[config.mk]
export PLATFORM = sky130hd
export DESIGN_NAME = cpu_alu8_with_flags
export DESIGN_NICKNAME = d
export VERILOG_FILES = /design/src/hdl/alu8f_pkg.sv /design/src/hdl/alu8f_core.sv /design/src/hdl/cpu_alu8_with_flags.sv
export SDC_FILE = /design/constraint.sdc
export NUM_CORES = 1
export LEC_CHECK = 0
export ABC_AREA = 1
export BUFFER_PORTS_ARGS = -buffer_cell sky130_fd_sc_hd__clkbuf_2
export CAP_MARGIN = 25
export CELL_PAD_IN_SITES_DETAIL_PLACEMENT = 2
export CELL_PAD_IN_SITES_GLOBAL_PLACEMENT = 2
export CORE_AREA = 2 2 171 89
export DETAILED_ROUTE_END_ITERATION = 12
export DIE_AREA = 0 0 173 91
export GPL_ROUTABILITY_DRIVEN = 0
export HOLD_SLACK_MARGIN = 0.15
export PLACE_DENSITY = 0.86
export REMOVE_ABC_BUFFERS = 1
export SYNTH_ARGS = -nofsm -noshare
export SYNTH_HDL_FRONTEND = slang
export SYNTH_SLANG_ARGS = --single-unit
export TNS_END_PERCENT = 20
[constraint.sdc]
create_clock -name i_clk -period 7.45 [get_ports i_clk]
set_clock_uncertainty 0.15 [all_clocks]
set_input_delay 0.3725 -clock i_clk [delete_from_list [all_inputs] [get_ports i_clk]]
set_output_delay 0.3725 -clock i_clk [all_outputs]
set_load 0.03 [all_outputs]
[src/hdl/alu8f_pkg.sv]
`timescale 1ns / 1ps
`default_nettype none
// ----------------------------------------------------------------------------
// alu8f_pkg
// Operation codes and flag type shared by the eight-bit ALU and its checker.
// ----------------------------------------------------------------------------
package alu8f_pkg;

    localparam int unsigned OpWidth = 5;

    typedef enum logic [OpWidth-1:0] {
        OP_ADD  = 5'd0,
        OP_ADC  = 5'd1,
        OP_SUB  = 5'd2,
        OP_SBC  = 5'd3,
        OP_AND  = 5'd4,
        OP_XOR  = 5'd5,
        OP_OR   = 5'd6,
        OP_CP   = 5'd7,
        OP_INC  = 5'd8,
        OP_DEC  = 5'd9,
        OP_DAA  = 5'd10,
        OP_CPL  = 5'd11,
        OP_SCF  = 5'd12,
        OP_CCF  = 5'd13,
        OP_RLC  = 5'd14,
        OP_RRC  = 5'd15,
        OP_RL   = 5'd16,
        OP_RR   = 5'd17,
        OP_SLA  = 5'd18,
        OP_SRA  = 5'd19,
        OP_SRL  = 5'd20,
        OP_SWAP = 5'd21,
        OP_BIT  = 5'd22,
        OP_RES  = 5'd23,
        OP_SET  = 5'd24,
        OP_RLCA = 5'd25,
        OP_RRCA = 5'd26,
        OP_RLA  = 5'd27,
        OP_RRA  = 5'd28
    } t_alu_op;

    typedef struct packed {
        logic z;
        logic n;
        logic h;
        logic c;
    } t_flags;

    localparam logic [7:0] DaaHighAdj  = 8'h60;
    localparam logic [7:0] DaaLowAdj   = 8'h06;
    localparam logic [7:0] DaaHighLim  = 8'h99;
    localparam logic [3:0] DaaLowLim   = 4'h9;

endpackage : alu8f_pkg
`default_nettype wire

[src/hdl/alu8f_core.sv]
`timescale 1ns / 1ps
`default_nettype none
// ----------------------------------------------------------------------------
// alu8f_core
// Combinational datapath: result, write-back enable and new flags of one item.
// ----------------------------------------------------------------------------
module alu8f_core
    import alu8f_pkg::*;
(
    input  wire logic [OpWidth-1:0] i_operation,
    input  wire logic [7:0]         i_a,
    input  wire logic [7:0]         i_b,
    input  wire logic [2:0]         i_bit_index,
    input  wire t_flags             i_flags,
    output logic      [7:0]         o_result,
    output logic                    o_written,
    output t_flags                  o_flags
);

    logic       cin;
    logic [8:0] sum9;
    logic [4:0] sum5;
    logic [8:0] dif9;
    logic [4:0] dif5;
    logic [7:0] bit_mask;
    logic       daa_hi;
    logic [7:0] daa_mid;
    logic [7:0] daa_res;
    logic [7:0] r;
    logic       set_z;
    t_flags     f;

    // Carry in only for the with-carry forms.
    assign cin = ((t_alu_op'(i_operation) == OP_ADC) || (t_alu_op'(i_operation) == OP_SBC))
                 ? i_flags.c : 1'b0;

    assign sum9 = {1'b0, i_a} + {1'b0, i_b} + {8'd0, cin};
    assign sum5 = {1'b0, i_a[3:0]} + {1'b0, i_b[3:0]} + {4'd0, cin};
    // The top bit of each difference is the borrow out of that width.
    assign dif9 = {1'b0, i_a} - {1'b0, i_b} - {8'd0, cin};
    assign dif5 = {1'b0, i_a[3:0]} - {1'b0, i_b[3:0]} - {4'd0, cin};

    assign bit_mask = 8'd1 << i_bit_index;

    // Decimal adjust: the high correction never changes the low nibble.
    assign daa_hi  = i_flags.c || (i_a > DaaHighLim);
    always_comb begin
        if (!i_flags.n) begin
            daa_mid = daa_hi ? (i_a + DaaHighAdj) : i_a;
            daa_res = (i_flags.h || (daa_mid[3:0] > DaaLowLim)) ? (daa_mid + DaaLowAdj)
                                                                 : daa_mid;
        end else begin
            daa_mid = i_flags.c ? (i_a - DaaHighAdj) : i_a;
            daa_res = i_flags.h ? (daa_mid - DaaLowAdj) : daa_mid;
        end
    end

    always_comb begin
        r         = i_a;
        f         = i_flags;
        set_z     = 1'b1;
        o_written = 1'b1;
        case (t_alu_op'(i_operation))
            OP_ADD, OP_ADC: begin
                r   = sum9[7:0];
                f.n = 1'b0;
                f.h = sum5[4];
                f.c = sum9[8];
            end
            OP_SUB, OP_SBC, OP_CP: begin
                r   = dif9[7:0];
                f.n = 1'b1;
                f.h = dif5[4];
                f.c = dif9[8];
                if (t_alu_op'(i_operation) == OP_CP) begin
                    o_written = 1'b0;
                end
            end
            OP_AND: begin
                r = i_a & i_b; f.n = 1'b0; f.h = 1'b1; f.c = 1'b0;
            end
            OP_XOR: begin
                r = i_a ^ i_b; f.n = 1'b0; f.h = 1'b0; f.c = 1'b0;
            end
            OP_OR: begin
                r = i_a | i_b; f.n = 1'b0; f.h = 1'b0; f.c = 1'b0;
            end
            OP_INC: begin
                r = i_a + 8'd1; f.n = 1'b0; f.h = (i_a[3:0] == 4'hF);
            end
            OP_DEC: begin
                r = i_a - 8'd1; f.n = 1'b1; f.h = (i_a[3:0] == 4'h0);
            end
            OP_DAA: begin
                r   = daa_res;
                f.h = 1'b0;
                if (!i_flags.n && daa_hi) begin
                    f.c = 1'b1;
                end
            end
            OP_CPL: begin
                r = ~i_a; f.n = 1'b1; f.h = 1'b1; set_z = 1'b0;
            end
            OP_SCF: begin
                f.n = 1'b0; f.h = 1'b0; f.c = 1'b1; set_z = 1'b0;
            end
            OP_CCF: begin
                f.n = 1'b0; f.h = 1'b0; f.c = ~i_flags.c; set_z = 1'b0;
            end
            OP_RLC, OP_RLCA: begin
                r = {i_a[6:0], i_a[7]}; f.n = 1'b0; f.h = 1'b0; f.c = i_a[7];
            end
            OP_RRC, OP_RRCA: begin
                r = {i_a[0], i_a[7:1]}; f.n = 1'b0; f.h = 1'b0; f.c = i_a[0];
            end
            OP_RL, OP_RLA: begin
                r = {i_a[6:0], i_flags.c}; f.n = 1'b0; f.h = 1'b0; f.c = i_a[7];
            end
            OP_RR, OP_RRA: begin
                r = {i_flags.c, i_a[7:1]}; f.n = 1'b0; f.h = 1'b0; f.c = i_a[0];
            end
            OP_SLA: begin
                r = {i_a[6:0], 1'b0}; f.n = 1'b0; f.h = 1'b0; f.c = i_a[7];
            end
            OP_SRA: begin
                r = {i_a[7], i_a[7:1]}; f.n = 1'b0; f.h = 1'b0; f.c = i_a[0];
            end
            OP_SRL: begin
                r = {1'b0, i_a[7:1]}; f.n = 1'b0; f.h = 1'b0; f.c = i_a[0];
            end
            OP_SWAP: begin
                r = {i_a[3:0], i_a[7:4]}; f.n = 1'b0; f.h = 1'b0; f.c = 1'b0;
            end
            OP_BIT: begin
                o_written = 1'b0;
                set_z     = 1'b0;
                f.z       = ~|(i_b & bit_mask);
                f.n       = 1'b0;
                f.h       = 1'b1;
            end
            OP_RES: begin
                r = i_a & ~bit_mask; set_z = 1'b0;
            end
            OP_SET: begin
                r = i_a | bit_mask; set_z = 1'b0;
            end
            default: begin
                // Unassigned codes leave everything untouched.
                o_written = 1'b0;
                set_z     = 1'b0;
            end
        endcase
        if (set_z) begin
            f.z = (r == 8'd0);
        end
        // The accumulator rotates always clear Z.
        if ((t_alu_op'(i_operation) == OP_RLCA) || (t_alu_op'(i_operation) == OP_RRCA) ||
            (t_alu_op'(i_operation) == OP_RLA)  || (t_alu_op'(i_operation) == OP_RRA)) begin
            f.z = 1'b0;
        end
        o_result = r;
        o_flags  = f;
    end

endmodule : alu8f_core
`default_nettype wire

[src/hdl/cpu_alu8_with_flags.sv]
`timescale 1ns / 1ps
`default_nettype none
// ----------------------------------------------------------------------------
// cpu_alu8_with_flags
// Eight-bit CPU ALU with Z, N, H and C flags, registered in and out.
// ----------------------------------------------------------------------------
// An item is taken on every clock edge where start is high and busy is low,
// so one operation can enter in each cycle. Busy is high only while reset is
// held. An item's operands are captured in an input register, the ALU logic
// works on that register, and the result register captures its output and
// drives the outputs. o_result_valid is high for exactly one cycle per item
// and the result is gone after that cycle, so the receiver must take it then;
// there is no way to hold results off.
// ----------------------------------------------------------------------------
module cpu_alu8_with_flags
    import alu8f_pkg::*;
(
    input  wire logic               i_clk,
    input  wire logic               i_rst_n,
    input  wire logic               start,
    output logic                    busy,
    input  wire logic [OpWidth-1:0] i_operation,
    input  wire logic [7:0]         i_first_operand,
    input  wire logic [7:0]         i_second_operand,
    input  wire logic [2:0]         i_bit_index,
    input  wire logic               i_zero_in,
    input  wire logic               i_subtract_in,
    input  wire logic               i_half_in,
    input  wire logic               i_carry_in,
    output logic                    o_result_valid,
    output logic [7:0]              o_result,
    output logic                    o_result_written,
    output logic                    o_zero_flag,
    output logic                    o_subtract_flag,
    output logic                    o_half_flag,
    output logic                    o_carry_flag
);

    logic               r_in_valid;
    logic [OpWidth-1:0] r_op;
    logic [7:0]         r_a;
    logic [7:0]         r_b;
    logic [2:0]         r_bit_index;
    t_flags             r_flags_in;

    logic               r_out_valid;
    logic [7:0]         r_result;
    logic               r_written;
    t_flags             r_flags_out;

    logic               n_in_valid;
    logic [7:0]         n_result;
    logic               n_written;
    t_flags             n_flags_out;

    assign busy       = ~i_rst_n;
    assign n_in_valid = start && !busy;

    always_ff @(posedge i_clk) begin
        if (!i_rst_n) begin
            r_in_valid  <= 1'b0;
            r_out_valid <= 1'b0;
        end else begin
            r_in_valid  <= n_in_valid;
            r_out_valid <= r_in_valid;
        end
    end

    always_ff @(posedge i_clk) begin
        if (n_in_valid) begin
            r_op        <= i_operation;
            r_a         <= i_first_operand;
            r_b         <= i_second_operand;
            r_bit_index <= i_bit_index;
            r_flags_in  <= '{z: i_zero_in, n: i_subtract_in, h: i_half_in, c: i_carry_in};
        end
        if (r_in_valid) begin
            r_result    <= n_result;
            r_written   <= n_written;
            r_flags_out <= n_flags_out;
        end
    end

    alu8f_core u_core (
        .i_operation (r_op),
        .i_a         (r_a),
        .i_b         (r_b),
        .i_bit_index (r_bit_index),
        .i_flags     (r_flags_in),
        .o_result    (n_result),
        .o_written   (n_written),
        .o_flags     (n_flags_out)
    );

    assign o_result_valid   = r_out_valid;
    assign o_result         = r_result;
    assign o_result_written = r_written;
    assign o_zero_flag      = r_flags_out.z;
    assign o_subtract_flag  = r_flags_out.n;
    assign o_half_flag      = r_flags_out.h;
    assign o_carry_flag     = r_flags_out.c;

endmodule : cpu_alu8_with_flags
`default_nettype wire

* After elaboration in Yosys (flattened, before gate mapping)
Index checks and enable logic that the tools add are counted.
Word-level totals: input port bits 31, output and inout port bits 15, register bits 43
Cells by class: add/subtract/negate cells 14, eq/ne operators 29, shifts and indexed selects 1, mux-type cells 16, bitwise gates (word level) 10, reductions and logical operators 29, magnitude comparators 2
Operators with widths (number):
- $pmux 8 s19 | 1
- $eq 5x5->1 const B | 13
- $eq 5x4->1 const B | 8
- $mux 8 | 5
- $reduce_or 25->1 | 1
- $and 8x8->8 | 3
- $reduce_or 23->1 | 1
- $reduce_or 21->1 | 1
- $eq 5x3->1 const B | 4
- $reduce_or 17->1 | 1
- $not 8->8 | 2
- $or 8x8->8 | 2
- $eq 5x2->1 const B | 2
- $reduce_or 2->1 | 5
- $reduce_or 5->1 | 2
- $add 8x8->9 | 1
- $add 9x1->9 | 1
- $sub 8x8->9 | 1
- $sub 9x1->9 | 1
- $add 8x1->8 const B | 1
- $add 8x3->8 const B | 1
- $add 8x7->8 const B | 1
- $gt 8x8->1 const B | 1
- $logic_not 8->1 | 1
- other kinds (26) | 41

* Longest topological paths before layout
depth after elaboration 10, gate-level depth with buffers 22, depth with buffers taken out 22

* Modules after synthesis
From an unflattened synthesis, not the netlist that was laid out.
Second synthesis, totals: cells, all modules 759, area total of the unflattened synthesis 4924.7 µm²
Modules (own cells, without submodules):
- alu8f_core | sequential area each 0.0 µm², area an instance 3631.0 µm², times used 1, cells each 710
- cpu_alu8_with_flags | sequential area each 1271.2 µm², area an instance 1293.7 µm², times used 1, cells each 49

* Least setup slack after synthesis
OpenSTA, ideal clock, no wires.
path kind flip-flop to flip-flop, start register r_op[3], end register r_flags_out (netlist bit o_zero_flag) (data pin), arrival time 3.198 ns, setup time 0.141 ns, required time 7.159 ns, stages on the path, launching flop included 22, period minus slack after synthesis 3.489 ns, slack 3.961 ns, cell sequence edfxtp_1 > nor2_4 > inv_1 > nor2_1 > inv_1 > a21oi_1 > inv_1 > fa_1 > fa_1 > nor2_1 > nor2_1 > nor2_1 > nand2_1 > nand3_1 > nand3_1 > nor2_1 > nand3_1 > nor2_1 > nand4_1 > nor2_1 > nand2_1 > a21oi_2
On the way: cells in the longest elaborated chain, start to end 7, elaborated cells between the ends (all ways) 46
Ends and longest elaborated chain:
- from (decl) | RTL line cpu_alu8_with_flags.sv:40 | logic [OpWidth-1:0] r_op;
- from (signal assigned) | RTL line cpu_alu8_with_flags.sv:71 | r_op <= i_operation;
- $eq 5x1->1 / $eq 5x2->1 (equally long branches) | RTL line alu8f_core.sv:34, alu8f_core.sv:63
- $logic_or 1x1->1 | RTL line alu8f_core.sv:34 | assign cin = ((t_alu_op'(i_operation) == OP_ADC) || (t_alu_op'(i_operation) == OP_SBC))
- $mux 1 | RTL line alu8f_core.sv:35 | ? i_flags.c : 1'b0;
- $sub 9x1->9 / $add 9x1->9 (equally long branches) | RTL line alu8f_core.sv:40, alu8f_core.sv:37
- $pmux 8 s19 | RTL line alu8f_core.sv:63 | case (t_alu_op'(i_operation))
- $logic_not 8->1 | RTL line alu8f_core.sv:154 | f.z = (r == 8'd0);
- $mux 1 | RTL line alu8f_core.sv:153 | if (set_z) begin
- to (signal assigned) | RTL line cpu_alu8_with_flags.sv:80 | r_flags_out <= n_flags_out;
- to (decl) | RTL line cpu_alu8_with_flags.sv:49 | t_flags r_flags_out;
Parallel ways exist; a longest one is shown, timed or not. A chain may end at the register's enable or synchronous reset.

* Final worst setup path
start register r_op[4], end register r_flags_out (netlist bit o_zero_flag) (data pin)
Same word-level chain as after synthesis.

==> run_results.csv <==
group,metric,value,unit
power_and_ir_drop,power_frac_clock,25.4,%
route,drtIter0Drc,474,
route,wl_met1,11.0,mm
setup_path,endpoint_kind,"flop",
route,via_count,5997,
global_route,antenna_found_initial,1,
final_layout,final_util,41.7,%
synthesis,syn_area,5040,sq um
route,drt-pass1-iter-count,5,
cts,cts_hold_buf,28,
sta,worst_pin_slew,952,ps
power_and_ir_drop,ir_worst_vdd,0.0943,mV
synthesis,netlist_instances,770,
place,place_area,5490,sq um
global_route,grt_max_degree,25,
setup_path,cp.required,7450,ps
power_and_ir_drop,p_seq_share,34.5,%
setup_path,startpoint_type,"flop",
floorplan,dieWidth,173,um
cts,cts-root-buf,"clkbuf_16",
sta,min_period_over_period,58.9,%
power_and_ir_drop,p_leak,2.86,nW
synthesis,synth_common_cells,"nand2_1 (214), inv_1 (102), nor2_1 (83)",
cts,h-tree-depth,2,
synthesis,synthSimpleGateAreaFrac,42.5,%
route,wl_met3,2.81,mm
synthesis,synth_top_family_by_area,"simple AND/OR/NAND/NOR gates",
setup_path,worst-setup-path-type,"flop to flop",
place,portBuffers,45,
power_and_ir_drop,p_comb_share,40.1,%
synthesis,synth_flop_cell,"edfxtp_1",
setup_path,arrival,4390,ps
synthesis,ys_warn_count,0,
power_and_ir_drop,p_int,0.540,mW
synthesis,synth.avg_cell_area,6.55,sq um
setup_path,worstPathMaxFanout,14,
sta,setup_viol,0,
sta,fmax,0.228,GHz
final_layout,final_cell_area,5920,sq um
final_layout,final_layout_size_suffix_gt1_share,13.5,%
route,wl_met2,10.5,mm
route,top_layer,"met4",
cts,path_clk_slew,70,ps
power_and_ir_drop,p_switching,0.398,mW
sta,setup_ws,3060,ps
cts,cts_tree,"yes",
floorplan,dieHeight,91,um
synthesis,synth_cell_types,45,
cts,cts.repair.resized,0,
place,hpwl,19.4,mm
power_and_ir_drop,finalPower,0.939,mW
sta,hold_viol_final,0,
worst_hold_path,hold_class,"input port to flop",
synthesis,synth_top_area_share,24.4,%
floorplan,die_area,15700,sq um
synthesis,synthAdderAreaFrac,9.93,%
synthesis,synth_compound_area_share,10.9,%
synthesis,muxShareOfSynthArea,0,%
synthesis,async_reset_ff_share,0,%
cts,cts_setup_buffers,0,
floorplan,start_util,35.5,%
power_and_ir_drop,swShare,42.4,%
global_route,grt_pass1_wl,38.2,mm
sta,slew_headroom,36.3,%
route,postRouteAntennaNets,0,
sta,period_needed,4390,ps
route,post-route-drc-count,0,
synthesis,synth-xor-area-share,1.22,%
synthesis,synth.most_common_cell,"nand2_1",
synthesis,ys_top_cells_by_area,"edfxtp_1 (24%), nand2_1 (16%), ha_1 (7.9%), inv_1 (7.6%), nand3_1 (6.9%)",
cts,ctsLongestPathBuffers,2,
run,drv_cap,0,
cts,clock_latency,300,ps
cts,clock-sinks,43,
final_layout,syn2layout_area_growth,17.4,%
synthesis,synth_edf_count,41,
cts,cts_buffers,5,
place,dp_slack,3180,ps
synthesis,yosysSeqAreaShare,25.2,%
floorplan,rows,31,
synthesis,ys_ff_latch,43,
sta,finalMaxSlewViolations,0,
route,avgViaCountPerCell,5.76,
power_and_ir_drop,powerDensity,159,nW/um^2
route,wl,24.7,mm
floorplan,ios,46,
synthesis,synth_area_leader_cell,"edfxtp_1",
run_status,status,"finished clean",
floorplan,core_area,14200,sq um
route,wl_per_cell,23.7,um
final_layout,nNetsFinal,910,
sta,rsz0062_at_grt,"false",
sta,setup_tns,0,ps
global_route,first_global_vias,6393,
global_route,grt_use_total,31.8,%
global_route,overflow,0,
-- metal layers --
metal	global-route usage, %	vias to the layer above
met4	4.52	0
met3	9.92	36
met5	0	-
met2	49.8	270
met1	43.9	2999
li1	-	2692
-- through the flow --
| stage | std cells | hold WS, ps |
|---|---|---|
| after global routing | 1041 | 183 |
| after floorplan | 758 | 316 |
| final | 1042 | 158 |
| after detailed placement | 1005 | 401 |
| after global placement | 1004 | 400 |
| after CTS | 1041 | 166 |
-- worst max-delay path, stage by stage (launching register included) --
cell and delay [ps]:
edfxtp_1 660, inv_2 300, nand3_1 160, nor2_1 180, inv_1 60, a21oi_1 280, inv_1 100, fa_1 480
fa_1 460, nor2_1 200, nor2_1 70, nor2_1 140, nand2_1 80, nand3_1 70, nand3_1 70, nor2_1 120
nand3_1 90, nor2_1 150, nand4_1 120, nor2_1 130, nand2_1 70, a21oi_2 100
-- cells in the final DEF (no fill, tap or decap), types with 2 or more instances in the layout --
| cell | count |
|---|---|
| nand2_1 | 214 |
| inv_1 | 102 |
| nor2_1 | 83 |
| nand3_1 | 70 |
| clkbuf_2 | 45 |
| edfxtp_1 | 41 |
| o21ai_0 | 37 |
| ha_1 | 32 |
| a21oi_1 | 28 |
| dlygate4sd3_1 | 28 |
| nand4_1 | 23 |
| nand2_2 | 12 |
| inv_2 | 10 |
| nor3_1 | 10 |
| nand3_2 | 9 |
| o211ai_1 | 9 |
| nor2_2 | 8 |
| nand3b_1 | 7 |
| nand2_4 | 6 |
| nor2_4 | 6 |
| xor2_1 | 6 |
| clkinv_1 | 5 |
| o22ai_1 | 5 |
| fa_1 | 5 |
| clkbuf_16 | 5 |
| o2111ai_1 | 4 |
| nor4_1 | 4 |
| clkinv_2 | 3 |
| buf_4 | 3 |
| or2_2 | 2 |
| o21ai_1 | 2 |
| a22oi_1 | 2 |
| o221ai_1 | 2 |
| dfxtp_1 | 2 |
-- registers in the layout, indices dropped and copies added, names as in the netlist --
| register | count |
|---|---|
| o_half_flag | 1 |
| r_op | 5 |
| o_result | 8 |
| r_flags_in | 4 |
| r_in_valid | 1 |
| r_b | 8 |
| o_zero_flag | 1 |
| r_bit_index | 3 |
| o_result_written | 1 |
| o_subtract_flag | 1 |
| r_a | 8 |
| o_carry_flag | 1 |
| o_result_valid | 1 |
-- final timing paths --
path	startpoint	end	slack [ps]	cells after the start
worst max-delay path	r_op[4]$_DFFE_PP_	o_zero_flag$_SDFFCE_PP0P_	3060	21
worst min-delay path	start	r_in_valid$_SDFF_PN0_	160	3
worst max register to register	r_op[4]$_DFFE_PP_	o_zero_flag$_SDFFCE_PP0P_	3060	21
worst min register to register	r_in_valid$_SDFF_PN0_	o_result_valid$_SDFF_PN0_	620	2
-- cells by family (layout without fill, tap and decap cells) --
kind of cell    after synthesis  in the layout
simple gates                457            457
buf+inv                     131            204
compound gates               95             95
flops                        43             43
fa+ha+maj                    37             37
xor+xnor                      7              7
other cells                   0              1
-- power by group through the flow --
stage	combinational (mW)	sequential, mW	clock (mW)
2_1_floorplan	0.210	0.336	0
3_3_place_gp	0.330	0.325	0
3_5_place_dp	0.351	0.328	0
4_1_cts	0.366	0.322	0.237
5_1_grt	0.410	0.326	0.246
6_report	0.377	0.324	0.238
-- final cells by class --
cell class	count	area (sq um)
inverter	119	449
multi-input combinational	596	3250
sequential	43	1270
clock inverter	1	5.00
timing repair buffer	77	548
clock buffer	7	143
fill	1780	8280
tap	198	248
antenna	1	2.50
Power figures use the tool's default switching activity.
